`config.mk`:
```
export PLATFORM = sky130hd
export DESIGN_NAME = tmcr_out_buf
export DESIGN_NICKNAME = d
export VERILOG_FILES = /design/src/tmcr_out_buf.sv
export SDC_FILE = /design/constraint.sdc
export NUM_CORES = 1
export LEC_CHECK = 0
export ABC_AREA = 1
export BUFFER_PORTS_ARGS = -buffer_cell sky130_fd_sc_hd__buf_2
export CELL_PAD_IN_SITES_DETAIL_PLACEMENT = 1
export CELL_PAD_IN_SITES_GLOBAL_PLACEMENT = 2
export CORE_MARGIN = 2
export CORE_UTILIZATION = 32
export CTS_CLUSTER_DIAMETER = 120
export DETAILED_ROUTE_END_ITERATION = 8
export GPL_ROUTABILITY_DRIVEN = 0
export PLACE_DENSITY_LB_ADDON = 0.1
export SYNTH_ARGS = -nofsm -noshare
export SYNTH_HDL_FRONTEND = slang
export SYNTH_SLANG_ARGS = --single-unit
export TNS_END_PERCENT = 10
```
`constraint.sdc`:
```
create_clock -name clk_i -period 3.3 [get_ports clk_i]
set_input_delay 0.33 -clock clk_i [delete_from_list [all_inputs] [get_ports clk_i]]
set_output_delay 0.33 -clock clk_i [all_outputs]
set_load 0.05 [all_outputs]
```
`src/tmcr_out_buf.sv`:
```
// tmcr_out_buf: output register with one skid entry
// depends on nothing but the clock and reset
module tmcr_out_buf (
  input  logic       clk_i,
  input  logic       rst_ni,
  input  logic       res_valid_i,
  input  logic [7:0] res_pixels_i,
  input  logic       out_stall_i,
  output logic       out_valid_o,
  output logic [7:0] pixels_o,
  output logic       skid_full_o
);

  logic       out_valid_q;
  logic       out_valid_d;
  logic [7:0] out_pix_q;
  logic [7:0] out_pix_d;
  logic       skid_valid_q;
  logic       skid_valid_d;
  logic [7:0] skid_pix_q;
  logic [7:0] skid_pix_d;
  logic       take;

  assign take = out_valid_q && !out_stall_i;

  always_comb begin
    out_valid_d  = out_valid_q;
    out_pix_d    = out_pix_q;
    skid_valid_d = skid_valid_q;
    skid_pix_d   = skid_pix_q;
    if (skid_valid_q) begin
      if (take) begin
        out_pix_d    = skid_pix_q;
        skid_valid_d = 1'b0;
      end
    end else if (res_valid_i) begin
      if (!out_valid_q || take) begin
        out_valid_d = 1'b1;
        out_pix_d   = res_pixels_i;
      end else begin
        skid_valid_d = 1'b1;
        skid_pix_d   = res_pixels_i;
      end
    end else if (take) begin
      out_valid_d = 1'b0;
    end
  end

  always_ff @(posedge clk_i or negedge rst_ni) begin
    if (!rst_ni) begin
      out_valid_q  <= 1'b0;
      skid_valid_q <= 1'b0;
    end else begin
      out_valid_q  <= out_valid_d;
      skid_valid_q <= skid_valid_d;
    end
  end

  always_ff @(posedge clk_i) begin
    out_pix_q  <= out_pix_d;
    skid_pix_q <= skid_pix_d;
  end

  assign out_valid_o = out_valid_q;
  assign pixels_o    = out_pix_q;
  assign skid_full_o = skid_valid_q;

endmodule

```
=== Word-level counts from Yosys, hierarchy flattened ===
Cells that the tools add are included.

* Memories: 0
* Register bits: 18
* Latch bits: 0
* Bits in read-only memories: 0
* Output and inout bits: 10
* Memory bits (writable): 0

* Reductions and logical operators: 10
* Mux-type cells: 11
* Eq/ne operators: 2
* $mul: 0
* Bitwise operators: 2
* Order comparisons: 0
* $add $sub $neg: 0
* Shifts and indexed selects: 0
* Divide/modulo/power cells: 0

{| class="wikitable"
|+ Operators with widths
! cell !! count
|-
| 8-bit 2-to-1 mux || 4
|-
| 3-bit AND reduction || 3
|-
| 1-bit 2-to-1 mux || 7
|-
| 2-bit nonzero test || 3
|-
| 2-bit by 1-bit inequality test with 1-bit output, second input constant || 2
|-
| 1-bit zero test || 2
|-
| 1-bit NOT || 2
|-
| 1-bit logical AND || 1
|-
| 1-bit logical OR || 1
|}

=== Depth between registers and ports, before layout ===
Gate-level depths: netlist (run 1).

* Depth in word-level cells: 6
* Depth in mapped cells: 4
* Depth with buffers taken out: 4

=== Worst setup path after synthesis (run 1) ===
No wires, ideal clock.

* Path type: register to register
* From: reg out_valid_q (netlist: out_valid_o)
* To: reg out_pix_q[0] (netlist: pixels_o[0]) (enable)
* Library setup time: 370 ps
* Path slack: 1701 ps
* Period minus slack after synthesis: 1599 ps
* Cell stages (with the launch flop): 5
* Data arrival time: 1229 ps
* Buffers on the path: 0
* Path through: dfrtp_1 -> inv_1 -> nand2_1 -> nand2_1 -> nor2_1

* Cells in the longest elaborated chain, start to end: 4
* Elaborated cells between the ends (all ways): 6

{| class="wikitable"
|+ Ends and longest elaborated chain
! item !! RTL line !! source
|-
| start: declaration || 14 || <nowiki>logic out_valid_q;</nowiki>
|-
| start signal: assignment || 54 || <nowiki>out_valid_q <= out_valid_d;</nowiki>
|-
| 1-bit zero test / 1-bit logical AND (equally long branches) || 37, 24 ||
|-
| 1-bit logical OR || 37 || <nowiki>if (!out_valid_q || take) begin</nowiki>
|-
| 2-bit nonzero test (no source line) || - ||
|-
| 3-bit AND reduction (no source line) (*) || - ||
|-
| end signal: assignment || 60 || <nowiki>out_pix_q <= out_pix_d;</nowiki>
|-
| end: declaration || 16 || <nowiki>logic [7:0] out_pix_q;</nowiki>
|}

Mark *: on every way between the ends. The rest lies on a longest branch, timed or not.
A chain may end at the register's enable or synchronous reset.

=== Worst setup path in the final report (run 1) ===
* From: reg skid_valid_q (netlist: skid_full_o)
* To: reg out_pix_q[7] (netlist: pixels_o[7]) (enable)

* Cells in the longest elaborated chain, start to end: 2
* Elaborated cells between the ends (all ways): 4

{| class="wikitable"
|+ Ends and longest elaborated chain
! item !! RTL line !! source
|-
| start: declaration || 18 || <nowiki>logic skid_valid_q;</nowiki>
|-
| start signal: assignment || 55 || <nowiki>skid_valid_q <= skid_valid_d;</nowiki>
|-
| 2-bit by 1-bit inequality test with 1-bit output (no source line) / 2-bit nonzero test (equally long branches) || - ||
|-
| 3-bit AND reduction (no source line) (*) || - ||
|}

Marks and branches as above.

==> results of run 1 <==
cell families after synthesis:
kind of cell / after synthesis / synth area share, %
flip-flops: 18 / 74.5
buffers and inverters: 7 / 4.74
AND/OR/NAND/NOR: 37 / 20.7
critical path, stage by stage, from the launching register on:
cell	delay, ns
sky130_fd_sc_hd__dfrtp_1	0.65
sky130_fd_sc_hd__nor2_1	0.10
sky130_fd_sc_hd__nor2_1	0.53
power breakdown:
part / internal, W / switching (W) / total (W)
registers: 0.000335 / 0.0000415 / 0.000377
logic: 0.0000710 / 0.000283 / 0.000354
clock network: 0.0000439 / 0.0000641 / 0.000108
total: 0.000450 / 0.000389 / 0.000839
path summary, 6_finish.rpt:
check                                        startpoint                       to  depth (start not counted)
worst max-delay path              skid_full_o$_DFF_PN0_    pixels_o[7]$_DFFE_PP_                          2
worst min-delay path                    res_pixels_i[4]  skid_pix_q[4]$_DFFE_PP_                          1
worst max register to register    skid_full_o$_DFF_PN0_    pixels_o[7]$_DFFE_PP_                          2
worst min register to register  skid_pix_q[7]$_DFFE_PP_    pixels_o[7]$_DFFE_PP_                          2
max in group asynchronous                        rst_ni    skid_full_o$_DFF_PN0_                          2
min in group asynchronous                        rst_ni  out_valid_o$_DFFE_PN0P_                          2
metal layers:
| layer | up-vias | global-route usage (%) |
|---|---|---|
| li1 | 247 | - |
| met1 | 220 | 16.2 |
| met2 | 13 | 15.8 |
| met3 | 2 | 3.80 |
| met4 | 0 | 5.41 |
| met5 | - | 0 |
area by class of cell:
class                           count  area, sq um
Clock buffer                        3         22.5
Clock inverter                      1         3.75
Fill cell                         259         1270
Inverter                            6         22.5
Multi-Input combinational cell     37          148
Sequential cell                    18          531
Tap cell                           28         35.0
Timing Repair Buffer               22          115
flip-flops by register name, indices dropped and copies added, names as in the netlist:
| register | flops |
|---|---|
| out_valid_o | 1 |
| skid_full_o | 1 |
| pixels_o | 8 |
| skid_pix_q | 8 |
cell usage after synthesis:
library cell                n  area share (%)
sky130_fd_sc_hd__nand2_1   32              17
sky130_fd_sc_hd__edfxtp_1  16              67
sky130_fd_sc_hd__inv_1      5             2.6
sky130_fd_sc_hd__nor2_1     3             1.6
sky130_fd_sc_hd__dfrtp_1    2             7.0
sky130_fd_sc_hd__buf_6      1             1.6
sky130_fd_sc_hd__inv_2      1            0.53
sky130_fd_sc_hd__nand2_2    1            0.88
sky130_fd_sc_hd__nand3_2    1             1.4
per-stage QoR:
| stage | setup slack [ns] | instances | hold slack [ns] | util (%) | instance area, sq um |
|---|---|---|---|---|---|
| after floorplan | 1.70 | 62 | 0.0344 | - | 712 |
| after global placement | 1.67 | 110 | 0.117 | 39.1 | 841 |
| after detailed placement | 1.65 | 110 | 0.118 | 39.1 | 841 |
| after CTS | 1.62 | 115 | 0.212 | 40.8 | 877 |
| after global routing | 1.44 | 115 | 0.197 | 40.8 | 877 |
| final | 1.66 | 115 | 0.228 | 40.8 | 877 |
layout by cell type, fill, tap and decap left out:
cell type                        n
sky130_fd_sc_hd__clkinv_1        1
sky130_fd_sc_hd__nor2_1          3
sky130_fd_sc_hd__clkbuf_4        3
sky130_fd_sc_hd__dfrtp_1         2
sky130_fd_sc_hd__edfxtp_1       16
sky130_fd_sc_hd__nand2_1        32
sky130_fd_sc_hd__inv_2           1
sky130_fd_sc_hd__buf_2          21
sky130_fd_sc_hd__nand2_2         1
sky130_fd_sc_hd__nand3_2         1
sky130_fd_sc_hd__dlygate4sd3_1   1
sky130_fd_sc_hd__inv_1           5
==> flow_results.xml, run 1 <==
<?xml version="1.0" encoding="UTF-8"?>
<metrics>
  <group name="final_layout">
    <metric name="layout-drive-gt1-share" unit="%">31.0</metric>
    <metric name="syn_to_final_growth" unit="%">23.2</metric>
    <metric name="num_antenna_cells" unit="">0</metric>
    <metric name="layout.nets" unit="">100</metric>
  </group>
  <group name="synthesis">
    <metric name="postSynthAreaPerCell" unit="sq um">11.5</metric>
    <metric name="postSynthRegisterBits" unit="">18</metric>
    <metric name="ys_warn_count" unit="">0</metric>
    <metric name="mappedNetlistNets" unit="">74</metric>
    <metric name="synth_cell_types" unit="">9</metric>
    <metric name="synth.cell_area" unit="sq um">712</metric>
    <metric name="synthCells" unit="">62</metric>
    <metric name="synth_seq_area_share" unit="%">74.5</metric>
  </group>
  <group name="clock_network">
    <metric name="cts_buffers" unit="">3</metric>
    <metric name="clkSlewWorstSetupHoldPaths" unit="ns">0.10</metric>
    <metric name="ctsRootBufferMaster" unit="">sky130_fd_sc_hd__clkbuf_4</metric>
    <metric name="clk-insertion-delay-late" unit="ns">0.28</metric>
    <metric name="tritoncts" unit="">built</metric>
    <metric name="cts_setup_buffers" unit="">0</metric>
    <metric name="clk_path_buf_depth" unit="">2</metric>
    <metric name="tritoncts_num_sinks" unit="">18</metric>
    <metric name="cts_max_level" unit="">1</metric>
    <metric name="total_of_cells_resized_after_clock_tree_synthesis" unit="">0</metric>
    <metric name="cts-hold-fix-buffers" unit="">1</metric>
  </group>
  <group name="routing">
    <metric name="routedWlPerCell" unit="microns">11.0</metric>
    <metric name="met3RoutedLength" unit="microns">69</metric>
    <metric name="via_count" unit="">482</metric>
    <metric name="final_antenna_net_count" unit="">0</metric>
    <metric name="met1Wirelength" unit="microns">598</metric>
    <metric name="remaining_drc_errors" unit="">0</metric>
    <metric name="route.met2.wl" unit="microns">586</metric>
    <metric name="drt-pass1-iter-count" unit="">4</metric>
    <metric name="highest-signal-layer" unit="">met4</metric>
    <metric name="drt_first_iter_violations" unit="">4</metric>
    <metric name="vias_per_cell" unit="">4.19</metric>
    <metric name="drt-total-wl" unit="microns">1270</metric>
  </group>
  <group name="global_routing">
    <metric name="gr-usage-all-layers" unit="%">11.5</metric>
    <metric name="global_route.overflow_total" unit="">0</metric>
    <metric name="grt_start_max_net_pins" unit="">16</metric>
    <metric name="first_global_vias" unit="">467</metric>
    <metric name="wire_length_of_the_first_global_routing_pass" unit="microns">2140</metric>
    <metric name="initial_antenna_violation_count" unit="">0</metric>
  </group>
  <group name="timing">
    <metric name="slew_viol_final" unit="">0</metric>
    <metric name="fin_setup_tns" unit="ns">0</metric>
    <metric name="finalSetupViolations" unit="">0</metric>
    <metric name="rsz0062_at_grt" unit="">false</metric>
    <metric name="timing_worst_slew_pin_value" unit="ns">0.643</metric>
    <metric name="worst_slew_margin_relative_to_its_limit" unit="%">57.0</metric>
    <metric name="clock.fmax" unit="MHz">611</metric>
    <metric name="min_period_over_period" unit="%">49.6</metric>
    <metric name="finClkSkew" unit="ns">0.00241</metric>
    <metric name="timing.final.crit_period" unit="ns">1.64</metric>
    <metric name="timing_hold_violations_final" unit="">0</metric>
  </group>
  <group name="worst_setup_path">
    <metric name="timing.reg2reg.setup_slack" unit="ns">1.66</metric>
    <metric name="cp-end-kind" unit="">flip-flop</metric>
    <metric name="start_kind" unit="">flip-flop</metric>
    <metric name="critical_path_required" unit="ns">3.23</metric>
    <metric name="critPathKind" unit="">flip-flop to flip-flop</metric>
    <metric name="critical_path_maximum_fanout" unit="">15</metric>
    <metric name="cp_data_arrival_time" unit="ns">1.56</metric>
  </group>
  <group name="flow_run">
    <metric name="drv.max_cap_violation_count" unit="">0</metric>
  </group>
  <group name="pwr">
    <metric name="power_leakage" unit="nW">0.420</metric>
    <metric name="power" unit="W">0.000839</metric>
    <metric name="ir_worst_vdd" unit="uV">365</metric>
    <metric name="power_per_cell_area" unit="nW/um^2">956</metric>
  </group>
  <group name="floorplan">
    <metric name="floorplan.die_area" unit="sq um">2620</metric>
    <metric name="std_cell_rows" unit="">17</metric>
    <metric name="pin_count" unit="">22</metric>
    <metric name="initial_core_util" unit="%">33.1</metric>
    <metric name="die_w" unit="microns">51.2</metric>
    <metric name="floorplan.die.height" unit="microns">51.2</metric>
    <metric name="core_region_area" unit="sq um">2150</metric>
  </group>
  <group name="placed_design">
    <metric name="placement.io_buffers" unit="">21</metric>
    <metric name="hpwl" unit="microns">914</metric>
  </group>
  <group name="status">
    <metric name="result_of_the_run" unit="">finished clean</metric>
  </group>
  <group name="min_path">
    <metric name="worstHoldPathType" unit="">input pin to flip-flop</metric>
  </group>
</metrics>
Note: power is estimated with default switching activity, not from simulation.
==> run 2: changes to the inputs <==
--- a/config.mk
+++ b/config.mk
@@ -9,8 +9,9 @@
 export BUFFER_PORTS_ARGS = -buffer_cell sky130_fd_sc_hd__buf_2
 export CELL_PAD_IN_SITES_DETAIL_PLACEMENT = 1
 export CELL_PAD_IN_SITES_GLOBAL_PLACEMENT = 2
+export CORE_ASPECT_RATIO = 1.75
 export CORE_MARGIN = 2
-export CORE_UTILIZATION = 32
+export CORE_UTILIZATION = 27
 export CTS_CLUSTER_DIAMETER = 120
 export DETAILED_ROUTE_END_ITERATION = 8
 export GPL_ROUTABILITY_DRIVEN = 0
==> constraint.sdc (replaced) <==
create_clock -name clk_i -period 1.5 [get_ports clk_i]
set_input_delay 0.15 -clock clk_i [delete_from_list [all_inputs] [get_ports clk_i]]
set_output_delay 0.15 -clock clk_i [all_outputs]
set_load 0.05 [all_outputs]
==> run 2 against run 1 <==
Register-to-register slack got worse by 1.3 ns. Global-route usage fell by 1.3 points. Critical path depth did not move. Via count rose by 2.1%. Critical path type is now flip-flop to primary output. Largest cell class unchanged.
==> flow_results.xml, run 2 (same netlist as run 1, synthesis figures left out) <==
<?xml version="1.0" encoding="UTF-8"?>
<metrics>
  <group name="worst_setup_path">
    <metric name="timing.critical_path.max_delay_family" unit="">buffers and inverters</metric>
    <metric name="reg2regPathDepth" unit="">4</metric>
    <metric name="critPathKind" unit="">flip-flop to primary output</metric>
    <metric name="worst_r2r_endpoint" unit="">pixels_o[3]$_DFFE_PP_</metric>
    <metric name="ordered_list_of_cells_on_the_worst_path" unit="">buf_4 &gt; buf_2</metric>
    <metric name="critical_path_required" unit="ns">1.35</metric>
    <metric name="cell_with_the_largest_stage_delay_on_the_worst_path" unit="">sky130_fd_sc_hd__dfrtp_2</metric>
    <metric name="cp_data_arrival_time" unit="ns">1.11</metric>
    <metric name="cp-end-kind" unit="">primary output</metric>
    <metric name="critical_path_maximum_fanout" unit="">11</metric>
    <metric name="reg2reg_from" unit="">out_valid_o$_DFFE_PN0P_</metric>
    <metric name="start_kind" unit="">flip-flop</metric>
    <metric name="crit_buf_inv" unit="">2</metric>
    <metric name="timing.reg2reg.setup_slack" unit="ns">0.32</metric>
    <metric name="critPathMaxStageDelay" unit="ns">0.39</metric>
  </group>
  <group name="timing">
    <metric name="timing.final.crit_period" unit="ns">1.26</metric>
    <metric name="slew_viol_final" unit="">0</metric>
    <metric name="timing_hold_violations_final" unit="">0</metric>
    <metric name="rsz0062_at_grt" unit="">false</metric>
    <metric name="clock.fmax" unit="MHz">794</metric>
    <metric name="worst_slew_margin_relative_to_its_limit" unit="%">80.6</metric>
    <metric name="min_period_over_period" unit="%">84.0</metric>
    <metric name="finalSetupViolations" unit="">0</metric>
    <metric name="fin_setup_tns" unit="ns">0</metric>
    <metric name="timing_worst_slew_pin_value" unit="ns">0.290</metric>
    <metric name="setup_slack" unit="ns">0.240</metric>
    <metric name="finClkSkew" unit="ns">0.00376</metric>
  </group>
  <group name="pwr">
    <metric name="power_per_cell_area" unit="nW/um^2">2170</metric>
    <metric name="power" unit="W">0.00197</metric>
    <metric name="internal-power" unit="W">0.00111</metric>
    <metric name="ir_worst_vdd" unit="uV">764</metric>
    <metric name="netSwitchingFraction" unit="%">43.8</metric>
    <metric name="power.share.combinational" unit="%">43.3</metric>
    <metric name="sequentialPowerShare" unit="%">40.4</metric>
    <metric name="power_leakage" unit="nW">0.434</metric>
    <metric name="sw_power" unit="W">0.000865</metric>
    <metric name="power.clock.fraction" unit="%">16.2</metric>
  </group>
  <group name="min_path">
    <metric name="min_to" unit="">skid_pix_q[6]$_DFFE_PP_</metric>
    <metric name="worstHoldPathType" unit="">input pin to flip-flop</metric>
    <metric name="hold-path-cell-count" unit="">1</metric>
    <metric name="hp-start" unit="">res_pixels_i[6]</metric>
  </group>
  <group name="routing">
    <metric name="final_antenna_net_count" unit="">0</metric>
    <metric name="via_count" unit="">492</metric>
    <metric name="drt-total-wl" unit="microns">1370</metric>
    <metric name="remaining_drc_errors" unit="">0</metric>
    <metric name="drt-pass1-iter-count" unit="">4</metric>
    <metric name="vias_per_cell" unit="">4.32</metric>
    <metric name="drt_first_iter_violations" unit="">9</metric>
    <metric name="routedWlPerCell" unit="microns">12.0</metric>
  </group>
  <group name="global_routing">
    <metric name="initial_antenna_violation_count" unit="">0</metric>
    <metric name="gr-usage-all-layers" unit="%">10.2</metric>
    <metric name="globalRouteMet1Util" unit="%">11.2</metric>
    <metric name="wire_length_of_the_first_global_routing_pass" unit="microns">2280</metric>
    <metric name="met2_track_usage_gr" unit="%">17.8</metric>
    <metric name="first_global_vias" unit="">519</metric>
    <metric name="global_route.overflow_total" unit="">0</metric>
    <metric name="grt_start_max_net_pins" unit="">12</metric>
    <metric name="gr-usage-met3" unit="%">2.49</metric>
    <metric name="grt-busiest-layer" unit="">met2</metric>
  </group>
  <group name="clock_network">
    <metric name="cts_setup_buffers" unit="">0</metric>
    <metric name="clkSlewWorstSetupHoldPaths" unit="ns">0.06</metric>
    <metric name="tritoncts_num_sinks" unit="">18</metric>
    <metric name="cts-hold-fix-buffers" unit="">1</metric>
    <metric name="total_of_cells_resized_after_clock_tree_synthesis" unit="">0</metric>
    <metric name="ctsRootBufferMaster" unit="">sky130_fd_sc_hd__clkbuf_8</metric>
    <metric name="cts_buffers" unit="">3</metric>
    <metric name="tritoncts" unit="">built</metric>
    <metric name="cts_max_level" unit="">1</metric>
    <metric name="clk_path_buf_depth" unit="">2</metric>
    <metric name="clk-insertion-delay-late" unit="ns">0.24</metric>
  </group>
  <group name="floorplan">
    <metric name="core_region_area" unit="sq um">2490</metric>
    <metric name="std_cell_rows" unit="">24</metric>
    <metric name="floorplan.die_area" unit="sq um">3080</metric>
    <metric name="pin_count" unit="">22</metric>
    <metric name="initial_core_util" unit="%">28.6</metric>
    <metric name="floorplan.die.height" unit="microns">71.9</metric>
    <metric name="die_w" unit="microns">42.8</metric>
  </group>
  <group name="final_layout">
    <metric name="num_antenna_cells" unit="">0</metric>
    <metric name="layout.cells.most_common_list" unit="">sky130_fd_sc_hd__nand2_1, sky130_fd_sc_hd__buf_2, sky130_fd_sc_hd__edfxtp_1</metric>
    <metric name="final_common_cell" unit="">sky130_fd_sc_hd__nand2_1</metric>
    <metric name="syn_to_final_growth" unit="%">27.4</metric>
    <metric name="layout.nets" unit="">102</metric>
    <metric name="layout-drive-gt1-share" unit="%">35.2</metric>
    <metric name="finish.instance_area" unit="sq um">907</metric>
    <metric name="final_cell_count_without_fillers" unit="">114</metric>
  </group>
  <group name="placed_design">
    <metric name="dp.cells" unit="">110</metric>
    <metric name="placement.io_buffers" unit="">21</metric>
    <metric name="placedInstanceArea" unit="sq um">856</metric>
    <metric name="hpwl" unit="microns">1080</metric>
    <metric name="place_worst_setup_slack" unit="ns">0.300</metric>
  </group>
  <group name="status">
    <metric name="result_of_the_run" unit="">finished clean</metric>
  </group>
  <group name="flow_run">
    <metric name="drv.max_cap_violation_count" unit="">0</metric>
  </group>
</metrics>
-- run 2: changes by cell type in the layout (fill, tap and decap cells not counted), sizes merged --
cell / delta
buf: +2
clkinv: -1
-- run 2: worst max-delay path by stage --
stage / from / to / slack (ns) / cells past startpoint
4_1_cts: skid_full_o$_DFF_PN0_ / skid_full_o / 0.21 / 2
3_5_place_dp: out_valid_o$_DFFE_PN0P_ / pixels_o[6]$_DFFE_PP_ / 0.30 / 4
3_3_place_gp: out_valid_o$_DFFE_PN0P_ / pixels_o[6]$_DFFE_PP_ / 0.31 / 4
5_1_grt: skid_full_o$_DFF_PN0_ / skid_full_o / 0.18 / 2
2_1_floorplan: out_valid_o$_DFFE_PN0P_ / pixels_o[0]$_DFFE_PP_ / 0.04 / 3
6_report: skid_full_o$_DFF_PN0_ / skid_full_o / 0.24 / 2
-- run 2: layer usage --
metal	up-vias	wire length, microns	share of wire, %
met5	-	0	0
met4	0	12	0.88
met3	2	68	5.0
met2	14	740	54
met1	226	548	40
li1	250	-	-
-- run 2: power groups by stage --
stage	Sequential (W)	Combinational, W	Clock [W]
floorplan	0.00124	0.000230	0
global placement	0.000806	0.000883	0
detailed placement	0.000811	0.000878	0
CTS	0.000802	0.000880	0.000332
global route	0.000813	0.000919	0.000358
finish	0.000798	0.000854	0.000320
-- run 2: layout make-up --
type / instances / area [sq um]
fillers: 288 / 1590
flip-flops and latches: 18 / 533
multi-input cells: 37 / 148
repair buffers: 24 / 130
clock buffers: 3 / 41.3
well taps: 26 / 32.5
inverters: 6 / 22.5
-- run 2: worst register-to-register path, cell delays in order, from the launching register on --
cell,delay [ns]
sky130_fd_sc_hd__dfrtp_2,0.43
sky130_fd_sc_hd__nand2_1,0.11
sky130_fd_sc_hd__nand2_1,0.08
sky130_fd_sc_hd__nor2_1,0.09
sky130_fd_sc_hd__buf_4,0.18
-- run 2: metrics by stage --
step | hold WS [ns] | utilization [%]
2_1_floorplan | -0.146 | -
3_3_place_gp | -0.0523 | 34.3
3_5_place_dp | -0.0534 | 34.3
4_1_cts | 0.0937 | 36.4
5_1_grt | 0.0895 | 36.4
6_report | 0.0969 | 36.4
